$ cat src/hub_sqrt.sv
`timescale 1ns / 1ps
// Pipelined floor square root, one root bit per register stage (remainder method).
// No dependencies.
module hub_sqrt #(
  parameter int XW  = 73,
  parameter int SBW = 1
) (
  input  logic                 clk,
  input  logic                 rst,
  input  logic                 en,
  input  logic                 vin,
  input  logic [XW-1:0]        rad,
  input  logic [SBW-1:0]       sbin,
  output logic                 vout,
  output logic [(XW+1)/2-1:0]  root,
  output logic [SBW-1:0]       sbout
);

  localparam int RW = (XW + 1) / 2;
  localparam int TW = 2 * RW + 1;

  logic [TW-1:0]  rem_a [RW+1];
  logic [RW-1:0]  r_a   [RW+1];
  logic           v_a   [RW+1];
  logic [SBW-1:0] sb_a  [RW+1];

  assign rem_a[0] = TW'(rad);
  assign r_a[0]   = '0;
  assign v_a[0]   = vin;
  assign sb_a[0]  = sbin;

  for (genvar j = 0; j < RW; j++) begin : g_bit
    localparam int B = RW - 1 - j;

    logic [TW-1:0]  trial;
    logic [TW-1:0]  rem_q;
    logic [RW-1:0]  r_q;
    logic           v_q;
    logic [SBW-1:0] sb_q;

    // (r + 2^B)^2 - r^2, with r holding only bits above B.
    assign trial = (TW'(r_a[j]) << (B + 1)) | (TW'(1) << (2 * B));

    always_ff @(posedge clk) begin
      if (rst) begin
        v_q <= 1'b0;
      end else if (en) begin
        v_q <= v_a[j];
      end
    end

    always_ff @(posedge clk) begin
      if (en) begin
        sb_q <= sb_a[j];
        if (trial <= rem_a[j]) begin
          rem_q <= rem_a[j] - trial;
          r_q   <= r_a[j] | (RW'(1) << B);
        end else begin
          rem_q <= rem_a[j];
          r_q   <= r_a[j];
        end
      end
    end

    assign rem_a[j+1] = rem_q;
    assign r_a[j+1]   = r_q;
    assign v_a[j+1]   = v_q;
    assign sb_a[j+1]  = sb_q;
  end

  assign vout  = v_a[RW];
  assign root  = r_a[RW];
  assign sbout = sb_a[RW];

endmodule

$ cat config.mk
export PLATFORM = sky130hd
export DESIGN_NAME = hub_sqrt
export DESIGN_NICKNAME = d
export VERILOG_FILES = /design/src/hub_sqrt.sv
export SDC_FILE = /design/constraint.sdc
export NUM_CORES = 2
export LEC_CHECK = 0
export BUFFER_PORTS_ARGS = -buffer_cell sky130_fd_sc_hd__buf_2
export CORE_MARGIN = 8
export CORE_UTILIZATION = 45
export DETAILED_ROUTE_END_ITERATION = 8
export PLACE_DENSITY = 0.71
export SLEW_MARGIN = 20
export SYNTH_ARGS = -nofsm -noshare
export SYNTH_HDL_FRONTEND = slang
export SYNTH_SLANG_ARGS = --single-unit
$ cat constraint.sdc
create_clock -name clk -period 5.9 [get_ports clk]
set_clock_uncertainty 0.05 [all_clocks]
set_input_delay 0.59 -clock clk [delete_from_list [all_inputs] [get_ports clk]]
set_output_delay 0.59 -clock clk [all_outputs]
set_load 0.1 [all_outputs]
# Word level (Yosys, flattened, before mapping)
# Index checks and enable logic that the tools add are counted.
# op_classes
mux	37
n_addsub	36
magnitude_cmp	37
# ops
cell	count
75-bit 2-to-1 mux	35
38-bit by 75-bit less-or-equal comparator with 1-bit output	1
39-bit by 75-bit less-or-equal comparator with 1-bit output	1
40-bit by 75-bit less-or-equal comparator with 1-bit output	1
41-bit by 75-bit less-or-equal comparator with 1-bit output	1
42-bit by 75-bit less-or-equal comparator with 1-bit output	1
43-bit by 75-bit less-or-equal comparator with 1-bit output	1
44-bit by 75-bit less-or-equal comparator with 1-bit output	1
45-bit by 75-bit less-or-equal comparator with 1-bit output	1
46-bit by 75-bit less-or-equal comparator with 1-bit output	1
47-bit by 75-bit less-or-equal comparator with 1-bit output	1
48-bit by 75-bit less-or-equal comparator with 1-bit output	1
49-bit by 75-bit less-or-equal comparator with 1-bit output	1
50-bit by 75-bit less-or-equal comparator with 1-bit output	1
51-bit by 75-bit less-or-equal comparator with 1-bit output	1
52-bit by 75-bit less-or-equal comparator with 1-bit output	1
53-bit by 75-bit less-or-equal comparator with 1-bit output	1
54-bit by 75-bit less-or-equal comparator with 1-bit output	1
55-bit by 75-bit less-or-equal comparator with 1-bit output	1
56-bit by 75-bit less-or-equal comparator with 1-bit output	1
57-bit by 75-bit less-or-equal comparator with 1-bit output	1
58-bit by 75-bit less-or-equal comparator with 1-bit output	1
59-bit by 75-bit less-or-equal comparator with 1-bit output	1
60-bit by 75-bit less-or-equal comparator with 1-bit output	1
52 further kinds	52
# totals
wordCells	294
input_bits	78
ff_bits	4142
out_inout_bits	39

# Depth between registers and ports, before layout
# logic_depth
depth_word	2
ltp_mapped	16

# Least setup slack after synthesis
# OpenSTA, ideal clock, no wires.
# synth_timing
path_type	register -> register
from	reg g_bit[21].rem_q[63]
to	reg g_bit[22].rem_q[56], data pin
arrival_time_ns	3.532
path_stages_with_launch	12
synth_period_minus_slack_ns	3.854
n_path_buf	1
path_slack_ns	2.046
cell_sequence	edfxtp_1 or4_4 or3_4 or4_4 or3_4 or4_4 or3_4 o22ai_4 or2_1 buf_6 nor4_1 xor2_1
# synth_via
elab_chain_cells	2
# synth_rtl
item	line	source
start: declaration	36	logic [TW-1:0] rem_q;
start signal: assignment	56	rem_q <= rem_a[j] - trial;
start signal: assignment	59	rem_q <= rem_a[j];
52-bit by 75-bit less-or-equal comparator with 1-bit output	55	if (trial <= rem_a[j]) begin
75-bit 2-to-1 mux	55	
end signal: assignment	56	
end signal: assignment	59	
end: declaration	36	
# Every way passes these cells.
# A chain may end at the register's enable or synchronous reset.

# Worst setup path after layout
# layout_timing
from	reg g_bit[33].rem_q[10]
to	reg g_bit[34].rem_q[57], data pin
# layout_via
elab_chain_cells	2
elab_cells_between_ends	3
# layout_rtl
item	line
start: declaration	36
start signal: assignment	56
start signal: assignment	59
75-bit by 40-bit subtractor with 75-bit output or 40-bit by 75-bit less-or-equal comparator with 1-bit output (tied branches)	56, 55
75-bit 2-to-1 mux (*)	55
end signal: assignment	56
end signal: assignment	59
end: declaration	36
# Every way passes the cells marked *; elsewhere a longest branch is shown, timed or not.

==> reports/results.ini <==
[status]
status=complete, no violations

[pwr]
comb_power_share=0.230
clkPwrFrac=0.311
power_switching_mw=23.1
leakage_nw=69.4
p_seq_frac=0.459
p_total_mw=74.5
swShare=0.309
power.density_mw_per_mm2=400
irDropWorstVdd_uv=317
p_int_mw=51.5

[routing]
drt-initial-drc-count=9486
postRouteAntennaNets=0
dr.pass1.iters=6
drt-total-wl_mm=429
vias=107300
wl_per_cell_um=22.5
via_per_inst=5.63
drc=0

[synthesis]
synth.most_common_cell=edfxtp_1
ys_ff_latch=3476
synth_adder_area_share=0.0552
seq_area_frac_synth=0.624
synth_top_cell_by_area=edfxtp_1
synthArstFlopShare=0
synthTopCellsByCount=3,439 x edfxtp_1, 939 x nand2_1, 931 x inv_1
synthXorXnorAreaFrac=0.0645
synth_edf_count=3439
syn_inst=13431
synth_top_family_by_area=simple AND/OR/NAND/NOR gates
syn_area_per_cell_sq_um=12.4
synth-simple-area-share=0.124
synth.area.top_cells=edfxtp_1 62%, ha_1 5.5%, xor2_1 3.3%, xnor2_1 3.1%, a21oi_1 2.6%
yosys-mux-area-fraction=0.00951
syn_area_sq_mm=0.167
synth_top_area_share=0.619
synth_compound_area_frac=0.0949
yosysWarnings=0
yosysUniqueCellTypes=98
synth_flop_cell=edfxtp_1

[critical_path]
worst_path_largest_cell_delay_ns=0.76
worst-path-buf-inv=0
cp_max_fo=10
critPathTopFamily=compound AO/OA/AOI/OAI gates
crit_required_ns=6.45
critPathMostFrequentCell=o21ai_0
start_kind=flip-flop
cp.arrival_ns=5.64
cp_slowest_cell=nor2_1
critPathKind=reg2reg
worstPathCellList=ha_1 > nand3_1 > nor2_1 > o21ai_0 > a21oi_1 > o211a_1 > o21ai_0 > o22a_1 > or3_1 > nor4_1 > xor2_1
endpoint_kind=flip-flop

[sta]
worstMarginPinSlew_ns=1.14
finalSetupTns_ns=0
timing.final.crit_share=0.863
rsz0062_at_grt=no
slew_headroom=0.235
drv_slew=0
setup_viol=0
worst_slack_ns=0.809
hold_violations=0
period_needed_ns=5.09
timing.fmax_mhz=196

[finish]
layout-drive-gt1-share=0.0700
layout.nets=14608
stdcell_area_sq_mm=0.186
area_growth_pct=11.7

[placement]
post-place-ws_ns=1.00
placed_area_sq_mm=0.173
io_buffers=116
hpwl_mm=327
gp_congestion=0.969

[floorplan]
core_region_area_sq_mm=0.369
die_h_um=625
start_util=0.452
die_x_um=625
pin_count=117
dieArea_sq_mm=0.390
rows=223

[job]
max-cap-violations=0

[global_route]
grt_util_all_layers=0.212
grt_max_degree=199
antenna_found_initial=16
grt_pass1_vias=105016
grt_overflow=0
grt_pass1_wl_mm=641

[cts]
clock_latency_ns=0.94
post-cts-setup-buffer-count=0
clock_path_buffers=4
cts.sinks=3476
clkSlewWorstSetupHoldPaths_ns=0.06
cts_buffers=359
cts.root.buffer_cell=clkbuf_16
cts_tree=built
h-tree-depth=5

[hold_path]
hold_class=in2reg

-- what timing repair did --
item | in CTS | in global routing
gates resized for setup | 0 | 0
hold endpoints to repair | 78 | 0
hold buffers | 76 | 0
-- routing by layer --
metal	share of wire	GRT usage	routed length [um]
met1	0.38	0.248	164000
met2	0.51	0.380	217000
met3	0.059	0.0329	25500
met4	0.052	0.0979	22400
met5	0.00013	0	56
-- power by group through the flow --
| stage | Clock [mW] | Sequential, mW | Combinational, mW |
|---|---|---|---|
| finish | 23.2 | 34.2 | 17.1 |
| global route | 24.5 | 34.5 | 18.8 |
| CTS | 23.6 | 34.2 | 17.0 |
| detailed placement | 0 | 34.7 | 16.8 |
| global placement | 0 | 34.7 | 16.8 |
| floorplan | 0 | 33.2 | 12.2 |
-- placed cells by master (no fill, tap or decap), types with 58 or more instances in the layout --
cell type         n
xor2_1          635
a21o_1          351
and3_1           67
nand2_1         938
clkinv_1         68
o21bai_1         88
a21oi_1         869
clkbuf_1         60
nor2_1          878
xnor2_1         593
o21a_1          109
or4_1           120
ha_1            736
nand2b_1        140
a31oi_1          73
buf_4            91
nand3_1         182
inv_1           931
or3_1           153
o21ai_0         675
buf_2           115
nand4_1         223
dlygate4sd3_1    76
clkbuf_16       363
mux2_2           99
nor3_1          405
edfxtp_1       3439
and2_1           58
nor4_1          474
nor2b_1         100
-- through the flow --
stage               std cells  utilization  hold slack [ns]
global placement        18307        0.470            0.351
CTS                     19031        0.505           0.0759
global route            19033        0.505            0.149
detailed placement      18307        0.470            0.355
floorplan               13432            -            0.350
finish                  19042        0.505            0.160
-- registers in the layout (all words and copies together) (netlist names) --
signal,count
sbout,1
g_bit.v_q,36
g_bit.sb_q,36
g_bit.r_q,666
vout,1
g_bit.rem_q,2699
root,37
-- worst paths after layout --
path | startpoint | end | slack, ns | cells after the start
setup / recovery | g_bit[33].rem_q[10] | g_bit[34].rem_q[57] | 0.81 | 11
hold / removal | rst | g_bit[0].v_q | 0.16 | 2
setup reg to reg | g_bit[33].rem_q[10] | g_bit[34].rem_q[57] | 0.81 | 11
hold reg to reg | g_bit[9].rem_q[34] | g_bit[10].rem_q[34] | 0.35 | 0
-- cells by family (layout without fill, tap and decap cells) --
logic type      Yosys count  after routing
buf+inv                1235           1884
fa+ha+maj               736            736
flops                  3476           3476
other cells               1             13
xor+xnor               1228           1228
simple gates           4027           4027
compound gates         2582           2582
mux                     146            146
-- layout make-up --
class / instances / area [sq um]
timing repair buffer: 300 / 2380
antenna: 11 / 27.5
inverter: 936 / 3510
fill: 31578 / 183000
multi-input combinational: 8721 / 58100
clock inverter: 225 / 2680
clock buffer: 423 / 9310
tap: 4950 / 6190
sequential: 3476 / 104000
No activity file was read; power rests on OpenSTA's default activity.
