[config.mk]
export PLATFORM = sky130hd
export DESIGN_NAME = hub_prep
export DESIGN_NICKNAME = d
export VERILOG_FILES = /design/src/hub_pkg.sv /design/src/hub_prep.sv
export SDC_FILE = /design/constraint.sdc
export NUM_CORES = 2
export LEC_CHECK = 0
export BUFFER_PORTS_ARGS = -buffer_cell sky130_fd_sc_hd__buf_4
export CAP_MARGIN = 20
export CORE_MARGIN = 2
export CORE_UTILIZATION = 30
export DETAILED_ROUTE_END_ITERATION = 10
export GPL_ROUTABILITY_DRIVEN = 0
export PLACE_DENSITY_LB_ADDON = 0.3
export SYNTH_ARGS = -nofsm -noshare
export SYNTH_HDL_FRONTEND = slang
export SYNTH_SLANG_ARGS = --single-unit
[constraint.sdc]
create_clock -name clk -period 7.24 [get_ports clk]
set_input_delay 1.448 -clock clk [delete_from_list [all_inputs] [get_ports clk]]
set_output_delay 1.448 -clock clk [all_outputs]
set_load 0.02 [all_outputs]
[src/hub_pkg.sv]
`timescale 1ns / 1ps
// Shared constants and the CORDIC arctangent function for the Hubeny distance block.
// No dependencies; hub_prep, hub_cordic and the top level import this package.
package hub_pkg;

  localparam int FRAC_BITS_DEF    = 30;
  localparam int CORDIC_STEPS_DEF = 32;

  localparam int LAT_W  = 28;
  localparam int LON_W  = 29;
  localparam int DIST_W = 32;

  localparam logic [63:0] PI_Q61   = 64'h6487ED5110B4611A;
  localparam logic [63:0] PI_Q60   = 64'h3243F6A8885A308D;
  localparam logic [63:0] K59      = PI_Q61 / 64'd720000000;
  localparam logic [63:0] E2_Q40   = 64'd7360548640;
  localparam logic [63:0] GAIN_Q40 = 64'd667681663043;

  localparam int               A_CM_W = 30;
  localparam logic [A_CM_W-1:0] A_CM  = 30'd637813700;

  // Final divider quotient width: large enough for any input before saturation.
  localparam int QUO2_W = 39;

  // atan(2^-i) in Q62, from the alternating series with truncating division.
  function automatic logic [63:0] atan_q62(input int i);
    logic [63:0] acc;
    logic [63:0] term;
    int          k;
    int          e;
    acc = 64'd0;
    if (i == 0) begin
      return PI_Q60;
    end
    for (k = 0; i * (2 * k + 1) <= 62; k++) begin
      e    = 62 - i * (2 * k + 1);
      term = (64'd1 << e) / 64'(2 * k + 1);
      if ((k & 1) != 0) begin
        acc = acc - term;
      end else begin
        acc = acc + term;
      end
    end
    return acc;
  endfunction

endpackage

[src/hub_prep.sv]
`timescale 1ns / 1ps
// Front end: coordinate differences, conversion to radians and latitude fold.
// Depends on hub_pkg. Three register stages.
module hub_prep import hub_pkg::*; #(
  parameter int FRAC_BITS = FRAC_BITS_DEF
) (
  input  logic                     clk,
  input  logic                     rst,
  input  logic                     en,
  input  logic                     vin,
  input  logic signed [LAT_W-1:0]  lat_first,
  input  logic signed [LON_W-1:0]  lon_first,
  input  logic signed [LAT_W-1:0]  lat_second,
  input  logic signed [LON_W-1:0]  lon_second,
  output logic                     vout,
  output logic [FRAC_BITS+4:0]     dlat,
  output logic [FRAC_BITS+4:0]     dlon,
  output logic signed [FRAC_BITS+3:0] z
);

  localparam int DW = FRAC_BITS + 5;
  localparam int PW = FRAC_BITS + 2;
  localparam int CW = FRAC_BITS + 4;
  localparam logic [63:0] HALFPI = PI_Q61 >> (62 - FRAC_BITS);
  localparam logic [63:0] PIQ    = PI_Q61 >> (61 - FRAC_BITS);

  logic [LAT_W:0] lat_diff, lat_sum;
  logic [LON_W:0] lon_diff;
  logic [LAT_W:0] lat_dm, lat_sm;
  logic [LON_W:0] lon_dm;
  logic           v1, v2;
  logic [63:0]    lat_prod, lon_prod, sum_prod;
  logic [DW-1:0]  dlat2, dlon2;
  logic [PW-1:0]  p2;
  logic [63:0]    zz;

  assign lat_diff = {lat_first[LAT_W-1], lat_first} - {lat_second[LAT_W-1], lat_second};
  assign lat_sum  = {lat_first[LAT_W-1], lat_first} + {lat_second[LAT_W-1], lat_second};
  assign lon_diff = {lon_first[LON_W-1], lon_first} - {lon_second[LON_W-1], lon_second};

  always_ff @(posedge clk) begin
    if (rst) begin
      v1   <= 1'b0;
      v2   <= 1'b0;
      vout <= 1'b0;
    end else if (en) begin
      v1   <= vin;
      v2   <= v1;
      vout <= v2;
    end
  end

  // Stage 1: magnitudes; only the sizes of the differences and the sum matter.
  always_ff @(posedge clk) begin
    if (en) begin
      lat_dm <= lat_diff[LAT_W] ? -lat_diff : lat_diff;
      lat_sm <= lat_sum[LAT_W] ? -lat_sum : lat_sum;
      lon_dm <= lon_diff[LON_W] ? -lon_diff : lon_diff;
    end
  end

  // Stage 2: microdegrees to radians.
  assign lat_prod = 64'(lat_dm) * K59;
  assign lon_prod = 64'(lon_dm) * K59;
  assign sum_prod = 64'(lat_sm) * K59;

  always_ff @(posedge clk) begin
    if (en) begin
      dlat2 <= DW'(lat_prod >> (59 - FRAC_BITS));
      dlon2 <= DW'(lon_prod >> (59 - FRAC_BITS));
      p2    <= PW'(sum_prod >> (60 - FRAC_BITS));
    end
  end

  // Stage 3: a mean latitude past a right angle is folded to pi - P.
  assign zz = (64'(p2) > HALFPI) ? (PIQ - 64'(p2)) : 64'(p2);

  always_ff @(posedge clk) begin
    if (en) begin
      dlat <= dlat2;
      dlon <= dlon2;
      z    <= $signed(zz[CW-1:0]);
    end
  end

endmodule

# Word-level counts from Yosys, hierarchy flattened
# Index checks and enable logic that the tools add are counted.
word_totals:
  reg_bits: 294
  latch_bits: 0
  mem_bits_rw: 0
  romBits: 0
  inputBits: 118
  output_inout_bits: 105
  wordCells: 31
  n_memories: 0
classes:
  addsub: 7
  n_mul: 3
  n_div: 0
  order_cmp: 1
  eq_ne: 0
  shift: 0
  muxes: 4
  bitwise_logic: 0
  n_reduce_logical: 0
ops:
  columns: ["cell", "count"]
  rows:
  - ["multiplier 30 x 31 -> 61 bit, second input constant", 1]
  - ["multiplier 29 x 31 -> 60 bit, second input constant", 1]
  - ["multiplier 29 x 31 -> 59 bit, second input constant", 1]
  - ["negation 29 bit", 2]
  - ["2-to-1 mux 28 bit", 2]
  - ["subtractor 32 x 32 -> 33 bit, first input constant", 1]
  - ["> comparator 32 x 31 -> 1 bit, second input constant", 1]
  - ["2-to-1 mux 32 bit", 1]
  - ["negation 30 bit", 1]
  - ["subtractor 29 x 29 -> 30 bit", 1]
  - ["adder 28 x 28 -> 29 bit", 1]
  - ["2-to-1 mux 29 bit", 1]
  - ["subtractor 28 x 28 -> 29 bit", 1]

# Logic depth before layout (Yosys ltp)
logic_depth:
  word_depth: 3
  ltp_mapped: 28
  mapped_depth_nobuf: 28

# Worst setup path before layout
# No wires, ideal clock.
synth_timing:
  path_kind: "reg2reg"
  from: "register lon_dm[4]"
  to: "register dlon2[33], data pin"
  arrival_time_ps: 7144
  slack_ps: -173
  path_stages_with_launch: 25
  cell_sequence: "edfxtp_1 inv_1 ha_1 inv_1 fa_1 inv_1 fa_1 inv_1 fa_1 fa_1 fa_1 fa_1 fa_1 ha_1 a21o_1 a21o_1 a211oi_1 nand3_1 o31ai_1 o31ai_1 a221oi_1 o21ai_0 a211oi_1 o31ai_1 xor2_1"
synth_between:
  elab_chain_cells: 1
synth_lines:
  columns: ["element", "line_no", "source"]
  rows:
  - ["from (decl)", "hub_prep.sv:30", "logic [LON_W:0] lon_dm;"]
  - ["from (signal assigned)", "hub_prep.sv:58", "lon_dm <= lon_diff[LON_W] ? -lon_diff : lon_diff;"]
  - ["multiplier 30 x 31 -> 61 bit", "hub_prep.sv:64", "assign lon_prod = 64'(lon_dm) * K59;"]
  - ["via lon_prod[62]", "hub_prep.sv:32", "logic [63:0] lat_prod, lon_prod, sum_prod;"]
  - ["to (signal assigned)", "hub_prep.sv:70", "dlon2 <= DW'(lon_prod >> (59 - FRAC_BITS));"]
  - ["to (decl)", "hub_prep.sv:33", "logic [DW-1:0] dlat2, dlon2;"]
# The timed path passes the listed nets, and every way through them passes these cells.
# A chain may end at the register's enable or synchronous reset.

# Final worst setup path
layout_timing:
  from: "register lat_sm[9]"
  to: "register p2[25], data pin"
layout_between:
  elab_chain_cells: 1
layout_lines:
  columns: ["element", "line_no", "source"]
  rows:
  - ["from (decl)", "hub_prep.sv:29", "logic [LAT_W:0] lat_dm, lat_sm;"]
  - ["from (signal assigned)", "hub_prep.sv:57", "lat_sm <= lat_sum[LAT_W] ? -lat_sum : lat_sum;"]
  - ["multiplier 29 x 31 -> 59 bit", "hub_prep.sv:65", "assign sum_prod = 64'(lat_sm) * K59;"]
  - ["via sum_prod[55]", "hub_prep.sv:32", null]
  - ["to (signal assigned)", "hub_prep.sv:71", "p2 <= PW'(sum_prod >> (60 - FRAC_BITS));"]
  - ["to (decl)", "hub_prep.sv:34", "logic [PW-1:0] p2;"]
# The timed path passes the listed nets, and every way through them passes these cells.

==> summary.txt <==
Global routing
  – Initial antenna violation count: 1
  – First-pass GRT wire length: 264,000 um
  – Largest net degree at the start of global routing: 118
  – Vias in the first global route: about 46,000
  – Total grt overflow: 0
  – GRT Overall Usage: 16.7%

STA
  – Tcrit/Tclk final: 99.5%
  – Slew @ Worst Pin: 1.03 ns
  – RSZ-0062 raised after global routing: true
  – Hold Fails Final Rpt: 0
  – Slew Viols, Final: 0
  – Max-slew headroom: 31.3%
  – Finish-stage setup viols: 0
  – Min Clock Period, post-route: 7.20 ns
  – Final clock skew: 0.0246 ns
  – Max Clk Rate: about 140 MHz
  – Final worst setup slack: between 0.03 and 0.04 ns

Placement
  – Port bufs: 221
  – Post-placement cell count: 9,084
  – Post-DP HPWL: between 100,000 and 150,000 um
  – Pre-CTS WS: -0.672 ns

Detailed routing
  – Residual DRC count: 0
  – Routed Antenna Nets: 0
  – Initial DRC count: 2,023
  – Drt wl/cell: 18.1 um
  – Vias per cell: around 4.6
  – Drt pass-1 iters: 5
  – Routed vias: 41,900
  – Final wirelength: 167,000 um

Logic synthesis
  – Async S/R FF share, synth: 0%
  – Synthesized area per cell: 10.5 um^2
  – Mapped Nets: about 8,000
  – Post-synth cell types: 80
  – Post-synth EDFFs: slightly below 300
  – Synth Flop Type: edfxtp_1
  – Mapped Area: 60,000 um^2
  – Sequential area share after synthesis: between 10 and 15%
  – Yosys warns: 0
  – #FFs+latches synth: 293
  – Cells after synthesis: 5,704

Clock network
  – Max Root-Sink Buffers: 3
  – H-tree depth: 2
  – Total CTS buffers: approximately 40
  – CTS sink count: 293
  – Cts-stage hold buffer count: 0
  – CTS tree: done
  – Worst-path clk slew: 0.06 ns
  – Root Driver: clkbuf_16
  – Clock Latency Late Sink: ~0.63 ns

Worst setup path
  – Length in cells of the worst reg-to-reg path: 27
  – R2R Setup Slk: between 0.03 and 0.04 ns
  – Critical Path End Type: flip-flop
  – Reg-to-Reg Start: lat_sm[9]
  – Critical Path AT: 7.56 ns
  – Kind of critical path: reg2reg
  – Startpoint types: flip-flop
  – Crit path max fanout: 4
  – CP required: around 7.6 ns
  – Crit Reg-Reg Endpoint: p2[25]

Floorplan
  – Die height: 451 um
  – Full die area: around 200,000 um^2
  – Initial Util: 30.1%
  – Row Count: between 150 and 200
  – Core Area: 199,000 um^2
  – Ports: 223
  – Die Width: roughly 450 um

Layout
  – Layout Cells excl Fill: slightly above 9,000
  – Area grow syn2layout: 20.1%
  – # nets final: between 8,000 and 9,000
  – Total inserted antenna cells: 0
  – Fill count: roughly 20,000
  – Fraction of layout cells with a size suffix above 1: 17.5%

Min path
  – Hold_sp: dlat2[23]
  – Hold Path Class: reg2reg
  – Worst hold path endpoint: dlat[23]
  – Worst Hold Path Cells: 0

Outcome
  – Run status: completed

Run
  – Max-cap viol count: 0
stage by stage:
| stage | TNS (ns) | hold slack, ns | instance area [um^2] | utilization (%) |
|---|---|---|---|---|
| 2_1_floorplan | 0 | 0.400 | 60000 | - |
| 3_3_place_gp | -11.34 | 0.403 | 69000 | 34.6 |
| 3_5_place_dp | -14.84 | 0.406 | 69000 | 34.6 |
| 4_1_cts | 0 | 0.399 | 70800 | 35.5 |
| 5_1_grt | -2.32 | 0.415 | 72100 | 36.2 |
| 6_report | 0 | 0.417 | 72100 | 36.2 |
final cells by class:
class / count / area (um^2) / share of cell area, %
multi-input cells: 3849 / 46700 / 64.7
inverters: 1513 / 5680 / 7.89
repair buffers: 830 / 6360 / 8.82
well taps: 2656 / 3320 / 4.61
clock inverters: 25 / 239 / 0.332
clock buffers: 47 / 1050 / 1.45
flip-flops and latches: 293 / 8770 / 12.2
placed cells by master, fill, tap and decap left out, types with 17 or more instances in the layout:
master / Yosys / layout
buf_4: 2 / 801
xor2_1: 121 / 120
inv_2: 0 / 28
ha_1: 1200 / 1143
a31oi_1: 32 / 29
inv_1: 1511 / 1482
fa_1: 988 / 951
o21a_1: 22 / 22
clkbuf_16: 0 / 41
nor3_1: 39 / 38
a21o_1: 137 / 137
nand2_1: 134 / 130
nand4_1: 39 / 39
and3_1: 34 / 34
ha_4: 0 / 45
o21bai_1: 30 / 30
or2_2: 24 / 21
nand2b_1: 33 / 33
xnor2_1: 180 / 174
nand3_1: 45 / 44
nor2_1: 170 / 166
buf_6: 0 / 26
fa_2: 0 / 37
a21oi_2: 0 / 20
o21ai_0: 116 / 96
nor2b_1: 36 / 36
edfxtp_1: 290 / 290
a21oi_1: 222 / 196
a211oi_1: 20 / 17
per-layer routing:
layer / track usage, % / part of all wire, %
met1: 21.4 / 44
met2: 29.1 / 49
met3: 2.07 / 3.8
met4: 5.10 / 3.5
met5: 0 / 0.0078
flip-flops by register name (all words and copies together) (netlist names):
| register | count |
|---|---|
| dlon | 35 |
| lat_sm | 28 |
| lat_dm | 29 |
| dlat | 34 |
| dlon2 | 35 |
| z | 33 |
| vout | 1 |
| v2 | 1 |
| dlat2 | 34 |
| lon_dm | 30 |
| p2 | 32 |
| v1 | 1 |
cells in the mapped netlist, types with 6 or more instances:
master / count / area [um^2]
a2111oi_0: 6 / 52.6
a211o_1: 7 / 61.3
a211oi_1: 20 / 150
a21o_1: 137 / 1030
a21oi_1: 222 / 1110
a221o_1: 6 / 60.1
a221oi_1: 6 / 52.6
a31oi_1: 32 / 200
and2_1: 17 / 106
and3_1: 34 / 213
and4_1: 6 / 52.6
buf_2: 7 / 35.0
clkbuf_1: 38 / 143
edfxtp_1: 290 / 8710
fa_1: 988 / 19800
ha_1: 1200 / 15000
inv_1: 1511 / 5670
nand2_1: 134 / 503
nand2b_1: 33 / 206
nand3_1: 45 / 225
nand4_1: 39 / 244
nor2_1: 170 / 638
nor2b_1: 36 / 225
nor3_1: 39 / 195
nor4_1: 16 / 100
o2111ai_1: 7 / 61.3
o211ai_1: 11 / 82.6
o21a_1: 22 / 165
o21ai_0: 116 / 581
o21bai_1: 30 / 225
o22ai_1: 6 / 37.5
o31ai_1: 19 / 143
o41ai_1: 7 / 61.3
or2_2: 24 / 150
or3_1: 14 / 87.6
or4_1: 9 / 67.6
xnor2_1: 180 / 1580
xor2_1: 121 / 1060
worst max-delay path by stage:
stage               start         to  slack (ns)
5_1_grt         lat_sm[2]     p2[25]       -0.23
2_1_floorplan   lon_dm[4]  dlon2[33]        0.01
3_5_place_dp    lat_sm[9]     p2[31]       -0.67
6_report        lat_sm[9]     p2[25]        0.04
4_1_cts        lat_dm[12]  dlat2[33]      0.0001
3_3_place_gp    lon_dm[9]  dlon2[33]       -0.53
timing repair:
action / CTS / global route
resized for setup: 80 / 211
hold endpoints to repair: 0 / 0
setup buffers: 24 / 33
setup endpoints to repair: 48 / 51
pin swaps: 21 / 109
kinds of logic after synthesis:
family          count (synthesis)  synth area share [%]
compound gates                713                  7.75
xor+xnor                      301                  4.39
fa+ha+maj                    2188                  58.0
buf+inv                      1562                  9.80
flops                         293                  14.6
mux                             5                0.0855
other cells                     1               0.00625
simple gates                  641                  5.39
critical path, cell delays in order (launching register included):
cell,delay [ns]
edfxtp_1,0.44
buf_6,0.16
fa_1,0.52
inv_1,0.06
fa_1,0.55
inv_1,0.08
fa_1,0.58
inv_1,0.07
fa_1,0.50
inv_1,0.05
fa_1,0.55
fa_1,0.44
fa_1,0.39
ha_1,0.31
ha_1,0.30
o21a_1,0.15
nor2_2,0.05
nor3_1,0.24
o21ai_2,0.11
buf_6,0.14
a211oi_4,0.25
buf_4,0.17
o31ai_4,0.05
or3_4,0.39
buf_6,0.13
nand2_4,0.07
a21oi_4,0.06
xnor2_2,0.14
Power is not shown: default switching activity piles up to over one toggle a cycle in this logic, so the estimate is an artifact.
